### src/assert_macros.svh
// assertion macros shared by the decimal multiplier rtl
`ifndef ASSERT_MACROS_SVH
`define ASSERT_MACROS_SVH

`ifndef SYNTHESIS
// property checked on every rising clock edge, muted while reset is high
`define CHK_PROP(label, clk, rst, prop, msg) \
  label: assert property (@(posedge clk) disable iff (rst) prop) else $error(msg);
// property checked on every rising clock edge, reset included
`define CHK_PROP_NORST(label, clk, prop, msg) \
  label: assert property (@(posedge clk) prop) else $error(msg);
`else
`define CHK_PROP(label, clk, rst, prop, msg)
`define CHK_PROP_NORST(label, clk, prop, msg)
`endif

`endif

### src/bcdm_pkg.sv
// types and constants of the decimal digit multiplier
`default_nettype none
package bcdm_pkg;

  localparam int LANE_DIGITS = 8;
  localparam int PROD_DIGITS = 2 * LANE_DIGITS;
  localparam int COLS = 2 * LANE_DIGITS - 1;
  localparam int COL_W = 10;
  localparam int HALF_DIGITS = PROD_DIGITS / 2;
  localparam int DEFAULT_OPERAND_DIGITS = 8;

  // column sums of the digit products
  typedef struct packed {
    logic invalid;
    logic [COLS-1:0][COL_W-1:0] col;
  } col_stage_t;

  // column sums split into hundreds and remainder
  typedef struct packed {
    logic invalid;
    logic [COLS-1:0][3:0] hund;
    logic [COLS-1:0][6:0] rem;
  } split_stage_t;

  // per-digit sums of units, tens and hundreds
  typedef struct packed {
    logic invalid;
    logic [PROD_DIGITS-1:0][4:0] dsum;
  } dsum_stage_t;

  // digit units and their small carries
  typedef struct packed {
    logic invalid;
    logic [PROD_DIGITS-1:0][3:0] unit;
    logic [PROD_DIGITS-1:0][1:0] cy;
  } unit_stage_t;

  // low half resolved, high half still raw
  typedef struct packed {
    logic invalid;
    logic [PROD_DIGITS-1:0][3:0] dig;
    logic c_mid;
  } part_stage_t;

endpackage
`default_nettype wire

### src/bcdm_ifs.sv
// operand and product channel interfaces
`default_nettype none
interface bcdm_in_if;
  logic valid;
  logic ready;
  logic [31:0] multiplicand_bcd;
  logic [31:0] multiplier_bcd;
  modport source (output valid, multiplicand_bcd, multiplier_bcd, input ready);
  modport sink (input valid, multiplicand_bcd, multiplier_bcd, output ready);
endinterface

interface bcdm_out_if;
  logic valid;
  logic ready;
  logic [63:0] product_bcd;
  logic invalid_digit;
  modport source (output valid, product_bcd, invalid_digit, input ready);
  modport sink (input valid, product_bcd, invalid_digit, output ready);
endinterface
`default_nettype wire

### src/bcdm_colsum.sv
// first stage: digit check and column sums of digit products
`default_nettype none
module bcdm_colsum #(
  parameter int OPERAND_DIGITS = bcdm_pkg::DEFAULT_OPERAND_DIGITS
) (
  input  wire logic clk,
  input  wire logic rst,
  bcdm_in_if.sink src,
  output logic out_valid,
  input  wire logic out_ready,
  output bcdm_pkg::col_stage_t out_data
);

  localparam int USED = (OPERAND_DIGITS > bcdm_pkg::LANE_DIGITS) ?
                        bcdm_pkg::LANE_DIGITS : OPERAND_DIGITS;

  logic [bcdm_pkg::LANE_DIGITS-1:0][3:0] a_dig;
  logic [bcdm_pkg::LANE_DIGITS-1:0][3:0] b_dig;
  logic bad;
  bcdm_pkg::col_stage_t data_next;

  // unpack used digits and flag any nibble above nine
  always_comb begin
    bad = 1'b0;
    for (int i = 0; i < bcdm_pkg::LANE_DIGITS; i++) begin
      if (i < USED) begin
        a_dig[i] = src.multiplicand_bcd[4*i +: 4];
        b_dig[i] = src.multiplier_bcd[4*i +: 4];
        if (a_dig[i] > 4'd9 || b_dig[i] > 4'd9) bad = 1'b1;
      end else begin
        a_dig[i] = 4'd0;
        b_dig[i] = 4'd0;
      end
    end
  end

  // sum digit products by column, zero when invalid
  always_comb begin
    data_next.invalid = bad;
    data_next.col = '0;
    for (int i = 0; i < bcdm_pkg::LANE_DIGITS; i++) begin
      for (int j = 0; j < bcdm_pkg::LANE_DIGITS; j++) begin
        data_next.col[i+j] = data_next.col[i+j] +
          bcdm_pkg::COL_W'(a_dig[i]) * bcdm_pkg::COL_W'(b_dig[j]);
      end
    end
    if (bad) data_next.col = '0;
  end

  assign src.ready = !out_valid || out_ready;

  // stage register
  always_ff @(posedge clk) begin
    if (rst) begin
      out_valid <= 1'b0;
    end else if (src.ready) begin
      out_valid <= src.valid;
    end
  end

  always_ff @(posedge clk) begin
    if (src.ready && src.valid) begin
      out_data <= data_next;
    end
  end

endmodule
`default_nettype wire

### src/bcdm_digitize.sv
// two stages: column sums to decimal digits, then per-digit sums
`default_nettype none
module bcdm_digitize (
  input  wire logic clk,
  input  wire logic rst,
  input  wire logic in_valid,
  output logic in_ready,
  input  wire bcdm_pkg::col_stage_t in_data,
  output logic out_valid,
  input  wire logic out_ready,
  output bcdm_pkg::dsum_stage_t out_data
);

  logic s2_valid;
  logic s2_ready;
  bcdm_pkg::split_stage_t s2_data;
  bcdm_pkg::split_stage_t s2_next;
  bcdm_pkg::dsum_stage_t s3_next;
  logic [bcdm_pkg::COLS-1:0][3:0] tens;
  logic [bcdm_pkg::COLS-1:0][3:0] units;
  logic [15:0] hprod;
  logic [13:0] tprod;

  // hundreds by reciprocal multiply, remainder below one hundred
  always_comb begin
    s2_next.invalid = in_data.invalid;
    hprod = '0;
    for (int k = 0; k < bcdm_pkg::COLS; k++) begin
      hprod = 16'(in_data.col[k]) * 16'd41;
      s2_next.hund[k] = hprod[15:12];
      s2_next.rem[k] = 7'(in_data.col[k] -
                          bcdm_pkg::COL_W'(s2_next.hund[k]) * bcdm_pkg::COL_W'(100));
    end
  end

  // tens and units, then add the three shifted digit rows
  always_comb begin
    s3_next.invalid = s2_data.invalid;
    tprod = '0;
    for (int k = 0; k < bcdm_pkg::COLS; k++) begin
      tprod = 14'(s2_data.rem[k]) * 14'd103;
      tens[k] = tprod[13:10];
      units[k] = 4'(s2_data.rem[k] - 7'(tens[k]) * 7'd10);
    end
    for (int k = 0; k < bcdm_pkg::PROD_DIGITS; k++) begin
      s3_next.dsum[k] = 5'd0;
      if (k < bcdm_pkg::COLS) s3_next.dsum[k] = s3_next.dsum[k] + 5'(units[k]);
      if (k >= 1 && k - 1 < bcdm_pkg::COLS)
        s3_next.dsum[k] = s3_next.dsum[k] + 5'(tens[k-1]);
      if (k >= 2 && k - 2 < bcdm_pkg::COLS)
        s3_next.dsum[k] = s3_next.dsum[k] + 5'(s2_data.hund[k-2]);
    end
  end

  assign s2_ready = !out_valid || out_ready;
  assign in_ready = !s2_valid || s2_ready;

  // stage valid bits
  always_ff @(posedge clk) begin
    if (rst) begin
      s2_valid <= 1'b0;
      out_valid <= 1'b0;
    end else begin
      if (in_ready) s2_valid <= in_valid;
      if (s2_ready) out_valid <= s2_valid;
    end
  end

  // stage payloads
  always_ff @(posedge clk) begin
    if (in_ready && in_valid) s2_data <= s2_next;
    if (s2_ready && s2_valid) out_data <= s3_next;
  end

endmodule
`default_nettype wire

### src/bcdm_resolve.sv
// three stages: small carries, then decimal carry ripple in two halves
`default_nettype none
module bcdm_resolve (
  input  wire logic clk,
  input  wire logic rst,
  input  wire logic in_valid,
  output logic in_ready,
  input  wire bcdm_pkg::dsum_stage_t in_data,
  bcdm_out_if.source dst
);

  logic s4_valid;
  logic s4_ready;
  bcdm_pkg::unit_stage_t s4_data;
  bcdm_pkg::unit_stage_t s4_next;
  logic s5_valid;
  logic s5_ready;
  bcdm_pkg::part_stage_t s5_data;
  bcdm_pkg::part_stage_t s5_next;
  logic [bcdm_pkg::PROD_DIGITS-1:0][3:0] prod_next;
  logic [4:0] v;
  logic cin;

  // split each digit sum into unit and carry of at most two
  always_comb begin
    s4_next.invalid = in_data.invalid;
    for (int k = 0; k < bcdm_pkg::PROD_DIGITS; k++) begin
      if (in_data.dsum[k] >= 5'd20) begin
        s4_next.cy[k] = 2'd2;
        s4_next.unit[k] = 4'(in_data.dsum[k] - 5'd20);
      end else if (in_data.dsum[k] >= 5'd10) begin
        s4_next.cy[k] = 2'd1;
        s4_next.unit[k] = 4'(in_data.dsum[k] - 5'd10);
      end else begin
        s4_next.cy[k] = 2'd0;
        s4_next.unit[k] = 4'(in_data.dsum[k]);
      end
    end
  end

  // add neighbor carries, ripple the low half
  always_comb begin
    s5_next.invalid = s4_data.invalid;
    cin = 1'b0;
    v = '0;
    for (int k = 0; k < bcdm_pkg::PROD_DIGITS; k++) begin
      s5_next.dig[k] = s4_data.unit[k];
      if (k > 0) s5_next.dig[k] = s4_data.unit[k] + 4'(s4_data.cy[k-1]);
    end
    for (int k = 0; k < bcdm_pkg::HALF_DIGITS; k++) begin
      v = 5'(s5_next.dig[k]) + 5'(cin);
      cin = (v >= 5'd10);
      s5_next.dig[k] = cin ? 4'(v - 5'd10) : 4'(v);
    end
    s5_next.c_mid = cin;
  end

  // ripple the high half
  logic [4:0] vh;
  logic ch;
  always_comb begin
    ch = s5_data.c_mid;
    vh = '0;
    prod_next = s5_data.dig;
    for (int k = bcdm_pkg::HALF_DIGITS; k < bcdm_pkg::PROD_DIGITS; k++) begin
      vh = 5'(s5_data.dig[k]) + 5'(ch);
      ch = (vh >= 5'd10);
      prod_next[k] = ch ? 4'(vh - 5'd10) : 4'(vh);
    end
  end

  assign s5_ready = !dst.valid || dst.ready;
  assign s4_ready = !s5_valid || s5_ready;
  assign in_ready = !s4_valid || s4_ready;

  // stage valid bits
  always_ff @(posedge clk) begin
    if (rst) begin
      s4_valid <= 1'b0;
      s5_valid <= 1'b0;
      dst.valid <= 1'b0;
    end else begin
      if (in_ready) s4_valid <= in_valid;
      if (s4_ready) s5_valid <= s4_valid;
      if (s5_ready) dst.valid <= s5_valid;
    end
  end

  // stage payloads, output register last
  always_ff @(posedge clk) begin
    if (in_ready && in_valid) s4_data <= s4_next;
    if (s4_ready && s4_valid) s5_data <= s5_next;
    if (s5_ready && s5_valid) begin
      dst.product_bcd <= prod_next;
      dst.invalid_digit <= s5_data.invalid;
    end
  end

endmodule
`default_nettype wire

### src/decimal_digit_multiplier.sv
// BCD multiplier: operand beats in, sixteen-digit product beats out
// Channels: operand_in carries two eight-digit packed BCD operands, least
// significant digit in the low nibble; product_out returns the sixteen-digit
// BCD product and an invalid flag. A beat moves when valid and ready are high.
// Only the low OPERAND_DIGITS nibbles of each operand are used. A used nibble
// above nine raises invalid_digit and forces the product to zero.
// Throughput: one beat per cycle while product_out is not stalled; the six
// register stages are digit products and column sums, hundreds split,
// tens/units and row add, small carries, low-half carry ripple, and the
// high-half carry ripple into the output register.
// Each stage has its own valid bit; a stage takes a new beat whenever it is
// empty or its successor moves, so bubbles fill while the receiver stalls.
// When product_out is stalled the output register holds its beat, and
// operand_in stays ready until every stage is full.
// Reset (rst, synchronous) clears all valid bits; no beat is in flight after.
`default_nettype none
`include "assert_macros.svh"
module decimal_digit_multiplier #(
  parameter int OPERAND_DIGITS = bcdm_pkg::DEFAULT_OPERAND_DIGITS
) (
  input  wire logic clk,
  input  wire logic rst,
  bcdm_in_if.sink operand_in,
  bcdm_out_if.source product_out
);

  logic c_valid;
  logic c_ready;
  bcdm_pkg::col_stage_t c_data;
  logic d_valid;
  logic d_ready;
  bcdm_pkg::dsum_stage_t d_data;

  // digit products and column sums
  bcdm_colsum #(.OPERAND_DIGITS(OPERAND_DIGITS)) u_colsum (
    .clk(clk), .rst(rst), .src(operand_in),
    .out_valid(c_valid), .out_ready(c_ready), .out_data(c_data)
  );

  // columns to decimal digit sums
  bcdm_digitize u_digitize (
    .clk(clk), .rst(rst),
    .in_valid(c_valid), .in_ready(c_ready), .in_data(c_data),
    .out_valid(d_valid), .out_ready(d_ready), .out_data(d_data)
  );

  // carry resolution and output register
  bcdm_resolve u_resolve (
    .clk(clk), .rst(rst),
    .in_valid(d_valid), .in_ready(d_ready), .in_data(d_data),
    .dst(product_out)
  );

  // every product nibble is a decimal digit
  logic digits_ok;
  always_comb begin
    digits_ok = 1'b1;
    for (int k = 0; k < bcdm_pkg::PROD_DIGITS; k++) begin
      if (product_out.product_bcd[4*k +: 4] > 4'd9) digits_ok = 1'b0;
    end
  end

  `CHK_PROP(a_invalid_zero, clk, rst, product_out.valid && product_out.invalid_digit |-> product_out.product_bcd == '0, "invalid beat with nonzero product")
  `CHK_PROP(a_digits_bcd, clk, rst, product_out.valid |-> digits_ok, "product nibble above nine")
  `CHK_PROP_NORST(a_reset_empty, clk, rst |=> !product_out.valid, "output valid right after reset")

endmodule
`default_nettype wire

### src/flat_wrapper.sv
// flat-port wrapper written by rule: the top's interface ports become plain ports
module decimal_digit_multiplier_flat 
#(
  parameter int OPERAND_DIGITS = bcdm_pkg::DEFAULT_OPERAND_DIGITS
)
  (clk, rst, operand_in_valid, operand_in_multiplicand_bcd, operand_in_multiplier_bcd, operand_in_ready, product_out_valid, product_out_product_bcd, product_out_invalid_digit, product_out_ready);
  bcdm_in_if operand_in_i ();
  bcdm_out_if product_out_i ();
  input  wire logic clk;
  input  wire logic rst;
  input wire logic [$bits(operand_in_i.valid)-1:0] operand_in_valid;
  input wire logic [$bits(operand_in_i.multiplicand_bcd)-1:0] operand_in_multiplicand_bcd;
  input wire logic [$bits(operand_in_i.multiplier_bcd)-1:0] operand_in_multiplier_bcd;
  output wire logic [$bits(operand_in_i.ready)-1:0] operand_in_ready;
  output wire logic [$bits(product_out_i.valid)-1:0] product_out_valid;
  output wire logic [$bits(product_out_i.product_bcd)-1:0] product_out_product_bcd;
  output wire logic [$bits(product_out_i.invalid_digit)-1:0] product_out_invalid_digit;
  input wire logic [$bits(product_out_i.ready)-1:0] product_out_ready;
  assign operand_in_i.valid = operand_in_valid;
  assign operand_in_i.multiplicand_bcd = operand_in_multiplicand_bcd;
  assign operand_in_i.multiplier_bcd = operand_in_multiplier_bcd;
  assign operand_in_ready = operand_in_i.ready;
  assign product_out_valid = product_out_i.valid;
  assign product_out_product_bcd = product_out_i.product_bcd;
  assign product_out_invalid_digit = product_out_i.invalid_digit;
  assign product_out_i.ready = product_out_ready;
  decimal_digit_multiplier #(.OPERAND_DIGITS(OPERAND_DIGITS)) u_core (.clk(clk), .rst(rst), .operand_in(operand_in_i), .product_out(product_out_i));
endmodule
### config.mk
export PLATFORM = sky130hd
export DESIGN_NAME = decimal_digit_multiplier_flat
export DESIGN_NICKNAME = d
export VERILOG_FILES = /design/src/bcdm_pkg.sv /design/src/bcdm_ifs.sv /design/src/bcdm_colsum.sv /design/src/bcdm_digitize.sv /design/src/bcdm_resolve.sv /design/src/decimal_digit_multiplier.sv /design/src/flat_wrapper.sv
export VERILOG_INCLUDE_DIRS = /design/src /design/src/src
export SDC_FILE = /design/constraint.sdc
export NUM_CORES = 2
export LEC_CHECK = 0
export BUFFER_PORTS_ARGS = -buffer_cell sky130_fd_sc_hd__buf_2
export CELL_PAD_IN_SITES_DETAIL_PLACEMENT = 0
export CELL_PAD_IN_SITES_GLOBAL_PLACEMENT = 1
export CORE_MARGIN = 4
export CORE_UTILIZATION = 25
export DETAILED_ROUTE_END_ITERATION = 10
export PLACE_DENSITY_LB_ADDON = 0.3
export SETUP_SLACK_MARGIN = 0.05
export SYNTH_ARGS = -nofsm -noshare
export SYNTH_HDL_FRONTEND = slang
export SYNTH_SLANG_ARGS = --single-unit
### constraint.sdc
create_clock -name clk -period 28.9 [get_ports clk]
set_input_delay 5.78 -clock clk [delete_from_list [all_inputs] [get_ports clk]]
set_output_delay 5.78 -clock clk [all_outputs]
set_load 0.005 [all_outputs]
[Word-level counts from Yosys, hierarchy flattened]
Index checks and enable logic that the tools add are counted.
Cells by class
  multiply operators: 124
  reductions and logical operators: 26
  add/subtract/negate cells: 185
  order comparisons: 64
  multiplexer cells: 71
Operator list (number)
  4-bit by 4-bit multiplier with 8-bit output: 64
  10-bit by 8-bit adder with 10-bit output: 25
  7-bit by 7-bit multiplier with 14-bit output, second input constant: 15
  4-bit 2-to-1 mux: 48
  10-bit by 6-bit multiplier with 16-bit output, second input constant: 11
  5-bit by 4-bit greater-or-equal comparator with 1-bit output, second input constant: 30
  4-bit subtractor, second input constant: 32
  8-bit by 8-bit adder with 9-bit output: 13
  9-bit by 8-bit adder with 10-bit output: 11
  7-bit subtractor: 15
  4-bit by 1-bit adder with 5-bit output: 15
  4-bit by 4-bit adder with 5-bit output: 15
  5-bit greater-or-equal comparator, second input constant: 15
  5-bit by 4-bit adder with 5-bit output: 13
  4-bit greater-than comparator, second input constant: 16
  4-bit by 3-bit subtractor with 4-bit output, second input constant: 16
  4-bit by 2-bit adder with 4-bit output: 15
  4-bit by 3-bit multiplier with 3-bit output, second input constant: 15
  4-bit by 5-bit multiplier with 5-bit output, second input constant: 12
  4-bit subtractor: 15
  9-bit by 6-bit multiplier with 15-bit output, second input constant: 2
  8-bit by 6-bit multiplier with 14-bit output, second input constant: 2
  1-bit 2-to-1 mux: 23
  1-bit logical OR: 14
  6 further kinds: 18
Word-level totals
  output and inout port bits: 67
  flip-flop bits (word level): 619

[Logic depth before layout (Yosys ltp)]
  depth after elaboration: 17
  mapped depth: 79
  depth with buffers taken out: 79

[Modules after synthesis]
From an unflattened synthesis, not the netlist that was laid out.
Second synthesis, totals
  cell total of the unflattened synthesis: 8919
  area total of the unflattened synthesis: 91327.6 µm²
By module, submodules not included
  bcdm_colsum: instances 1, cells an instance 4307, area each 40855.4 µm²
  bcdm_digitize: instances 1, cells an instance 3460, area each 37176.9 µm²
  bcdm_resolve: instances 1, cells an instance 1152, area each 13295.3 µm²

[Least setup slack after synthesis]
OpenSTA, ideal clock, no wires.
  path kind: input to register
  start point: input product_out_ready
  end point: register u_core.u_digitize.s2_data[0] (netlist bit) (enable)
  arrival: 17.737 ns
  stages on the path: 5
  required time: 27.983 ns
  slack: 10.246 ns
  setup time: 0.917 ns
  cells stage by stage: nor2b_1 > and2_1 > and3_1 > clkbuf_1 > a21boi_0
On the way
  word-level cells in the longest chain between the ends: 6
RTL lines
  start: declaration: line flat_wrapper.sv:18  | input wire logic [$bits(product_out_i.ready)-1:0] product_out_ready;
  1-bit logical OR: line bcdm_resolve.sv:72  | assign s5_ready = !dst.valid || dst.ready;
  1-bit logical OR: line bcdm_resolve.sv:73  | assign s4_ready = !s5_valid || s5_ready;
  1-bit logical OR: line bcdm_resolve.sv:74  | assign in_ready = !s4_valid || s4_ready;
  1-bit logical OR: line bcdm_digitize.sv:55  | assign s2_ready = !out_valid || out_ready;
  1-bit logical OR: line bcdm_digitize.sv:56  | assign in_ready = !s2_valid || s2_ready;
  1-bit logical AND: line bcdm_digitize.sv:71  | if (in_ready && in_valid) s2_data <= s2_next;
  end signal: assignment: line bcdm_digitize.sv:71
  end: declaration: line bcdm_digitize.sv:16  | bcdm_pkg::split_stage_t s2_data;
Every way passes these cells.
A chain may end at the register's enable or synchronous reset.

==> flow_summary.ini <==
[sta]
setup_viol = 0
fin_worst_skew_ns = 0.0254
worstMarginPinSlew_ns = 1.06
period_share = 0.529
fin_crit_ns = 15.28
hold_viol = 0
maxSlewHeadroom = 0.293
rsz0062_at_grt = false
fin_tns_setup_ns = 0
max_clock_freq_mhz = 65.4
report.final.slew_viol_count = 0

[final_layout]
drive_gt1_frac = 0.0456
seqCellArea_um2 = 18400
final_cell_mix = inv_1 (2015), ha_1 (1857), fa_1 (1069), and2_1 (715), edfxtp_1 (608)
nets = 11800
multi_input_area_um2 = 62800
layout_commonest_cell = inv_1
fill_cells = 37400
synthToLayoutAreaGrowth_pct = 10.6

[die]
initial_utilization = 0.251
ios = 135
die_w_um = 606
die_area_um2 = 367000
rows = 219
die_h_um = 606
design.core.area_um2 = 356000

[synthesis]
syn_nets = 11700
syn_area_um2 = 89500
synth_cell_types = 71
synth_top_area_cell = ha_1
yosys_warnings = 0
synth_edf_count = 608
ys_seq_elements = 614
async_flop_share = 0
synthCells = 8690
synth_ff_type = edfxtp_1
ys_seq_area_frac = 0.205
synth.area.top_cells = ha_1 (26%), fa_1 (24%), edfxtp_1 (20%)
postSynthAreaPerCell_um2 = 10.3
netlist.area_leader.share = 0.260

[global_route]
grt_usage = 0.130
grt_pass1_wl_mm = 371
antenna_found_initial = 41
grt-ovfl-total = 0
grt_max_degree = 71
grt_pass1_vias = 63300

[detailed_routing]
vias = 57600
routedWlPerCell_um = 17.1
drt_pre_antenna_iters = 5
postRouteWirelength_mm = 233
drc = 0
drtIter0Drc = 2579
ant_nets = 0
vias_per_cell = 4.23

[placement]
dp_hpwl_mm = 183
io_buffers = 134
gp_congestion = 0.820

[min_path]
holdPathStages = 0
hold_end = u_core.u_resolve.dst.product_bcd[1]$_DFFE_PP_
hp-class = register to register
hp-start = u_core.u_resolve.prod_next[1]$_DFFE_PP_

[critical_path]
crit_fanout = 5
reg2reg_slack_ns = 13.62
r2r-start = u_core.u_resolve.s5_data[0]$_DFFE_PP_
endpoint_kind = register
r2r_cells = 79
r2r_end = u_core.u_resolve.dst.product_bcd[61]$_DFFE_PP_
crit_arrival_ns = 15.73
critPathKind = register to register
worst-path-buf-inv = 15
crit_top_cell = ha_1
critPathSlowestCell = edfxtp_1
cp-start-kind = register
required_ns = 29.34
crit_family = adder cells
cpPeakStageDelay_ns = 0.38

[clocking]
cts_max_level = 3
cts_resized = 0
path_clk_slew_ns = 0.06
cts_setup_buffers = 0
numCtsBuffers = 83
cts-hold-fix-buffers = 0
cts_root_buffer = clkbuf_16
clkSinkCount = 614
clockBufferDepth = 3
cts_tree = done
clock_latency_ns = 0.69

[job]
maxCapViolCount = 0

[outcome]
outcome = completed
## cell usage after synthesis (20+ instances only)
library cell	count
and2_1	715
o31ai_1	20
o21bai_1	23
o21ai_0	107
nand2b_1	20
o21ai_1	21
nor3_1	34
nor3b_1	32
nor2_1	194
nand3_1	92
ha_1	1857
fa_1	1069
nand4_1	35
o21a_1	28
xnor2_1	297
nor2b_1	38
xor2_1	155
a21o_1	103
nand2_1	491
inv_1	2015
a21oi_1	254
edfxtp_1	608
clkbuf_1	202
## cells by family after synthesis
kind of cell	Yosys count	synth area share
flops	614	0.205
xor+xnor	467	0.0478
compound gates	738	0.0534
fa+ha+maj	2926	0.499
simple gates	1704	0.0990
buf+inv	2225	0.0934
mux	16	0.00189
## how the worst max path moves through the flow
stage               cells after the start                             startpoint                                        endpoint  slack (ns)
floorplan                               5                      product_out_ready          u_core.u_digitize.s2_data[0]$_DFFE_PP_       10.25
global placement                       79  u_core.u_resolve.s5_data[0]$_DFFE_PP_  u_core.u_resolve.dst.product_bcd[61]$_DFFE_PP_       14.29
detailed placement                     79  u_core.u_resolve.s5_data[0]$_DFFE_PP_  u_core.u_resolve.dst.product_bcd[61]$_DFFE_PP_       13.75
CTS                                    79  u_core.u_resolve.s5_data[0]$_DFFE_PP_  u_core.u_resolve.dst.product_bcd[61]$_DFFE_PP_       13.67
global route                           79  u_core.u_resolve.s5_data[0]$_DFFE_PP_  u_core.u_resolve.dst.product_bcd[62]$_DFFE_PP_       12.36
finish                                 79  u_core.u_resolve.s5_data[0]$_DFFE_PP_  u_core.u_resolve.dst.product_bcd[61]$_DFFE_PP_       13.62
## through the flow
| step | utilization | area [um^2] | std cells | hold WS [ns] | worst slack, ns |
|---|---|---|---|---|---|
| 6_report | 0.278 | 98900 | 13600 | 0.411 | 13.62 |
| 5_1_grt | 0.278 | 98900 | 13600 | 0.418 | 12.36 |
| 4_1_cts | 0.278 | 98900 | 13600 | 0.412 | 13.67 |
| 3_5_place_dp | 0.269 | 96000 | 13400 | 0.405 | 13.75 |
| 3_3_place_gp | 0.269 | 96000 | 13400 | 0.408 | 14.29 |
| 2_1_floorplan | - | 89500 | 8690 | 0.400 | 10.25 |
## area by class of cell
type                            count  share of cell area
Clock inverter                     64             0.00793
Antenna cell                       22            0.000557
Timing Repair Buffer              216              0.0130
Multi-Input combinational cell   5851               0.635
Sequential cell                   614               0.186
Clock buffer                       91              0.0213
Inverter                         2017              0.0766
Tap cell                         4751              0.0601
## routing by layer
layer | track usage | part of all wire | wire length [um] | vias up
met5 | 0 | 0.00024 | 57 | -
met4 | 0.0249 | 0.017 | 4040 | 8
met3 | 0.0160 | 0.034 | 7930 | 198
met2 | 0.222 | 0.48 | 111000 | 705
met1 | 0.175 | 0.47 | 110000 | 28700
li1 | - | - | - | 28000
## state kept, by name (all words and copies together) (netlist names), 32 cells and up
signal / count
u_core.u_digitize.s2_data: 158
u_core.u_resolve.s5_data: 34
u_core.u_colsum.out_data: 145
u_core.u_resolve.dst.product_bcd: 64
u_core.u_digitize.out_data: 80
u_core.u_resolve.s4_data: 94
u_core.u_resolve.prod_next: 32
Power is left out: the tool's default activity adds up to more than one toggle a clock period on the data nets, which glitch-free logic cannot reach.
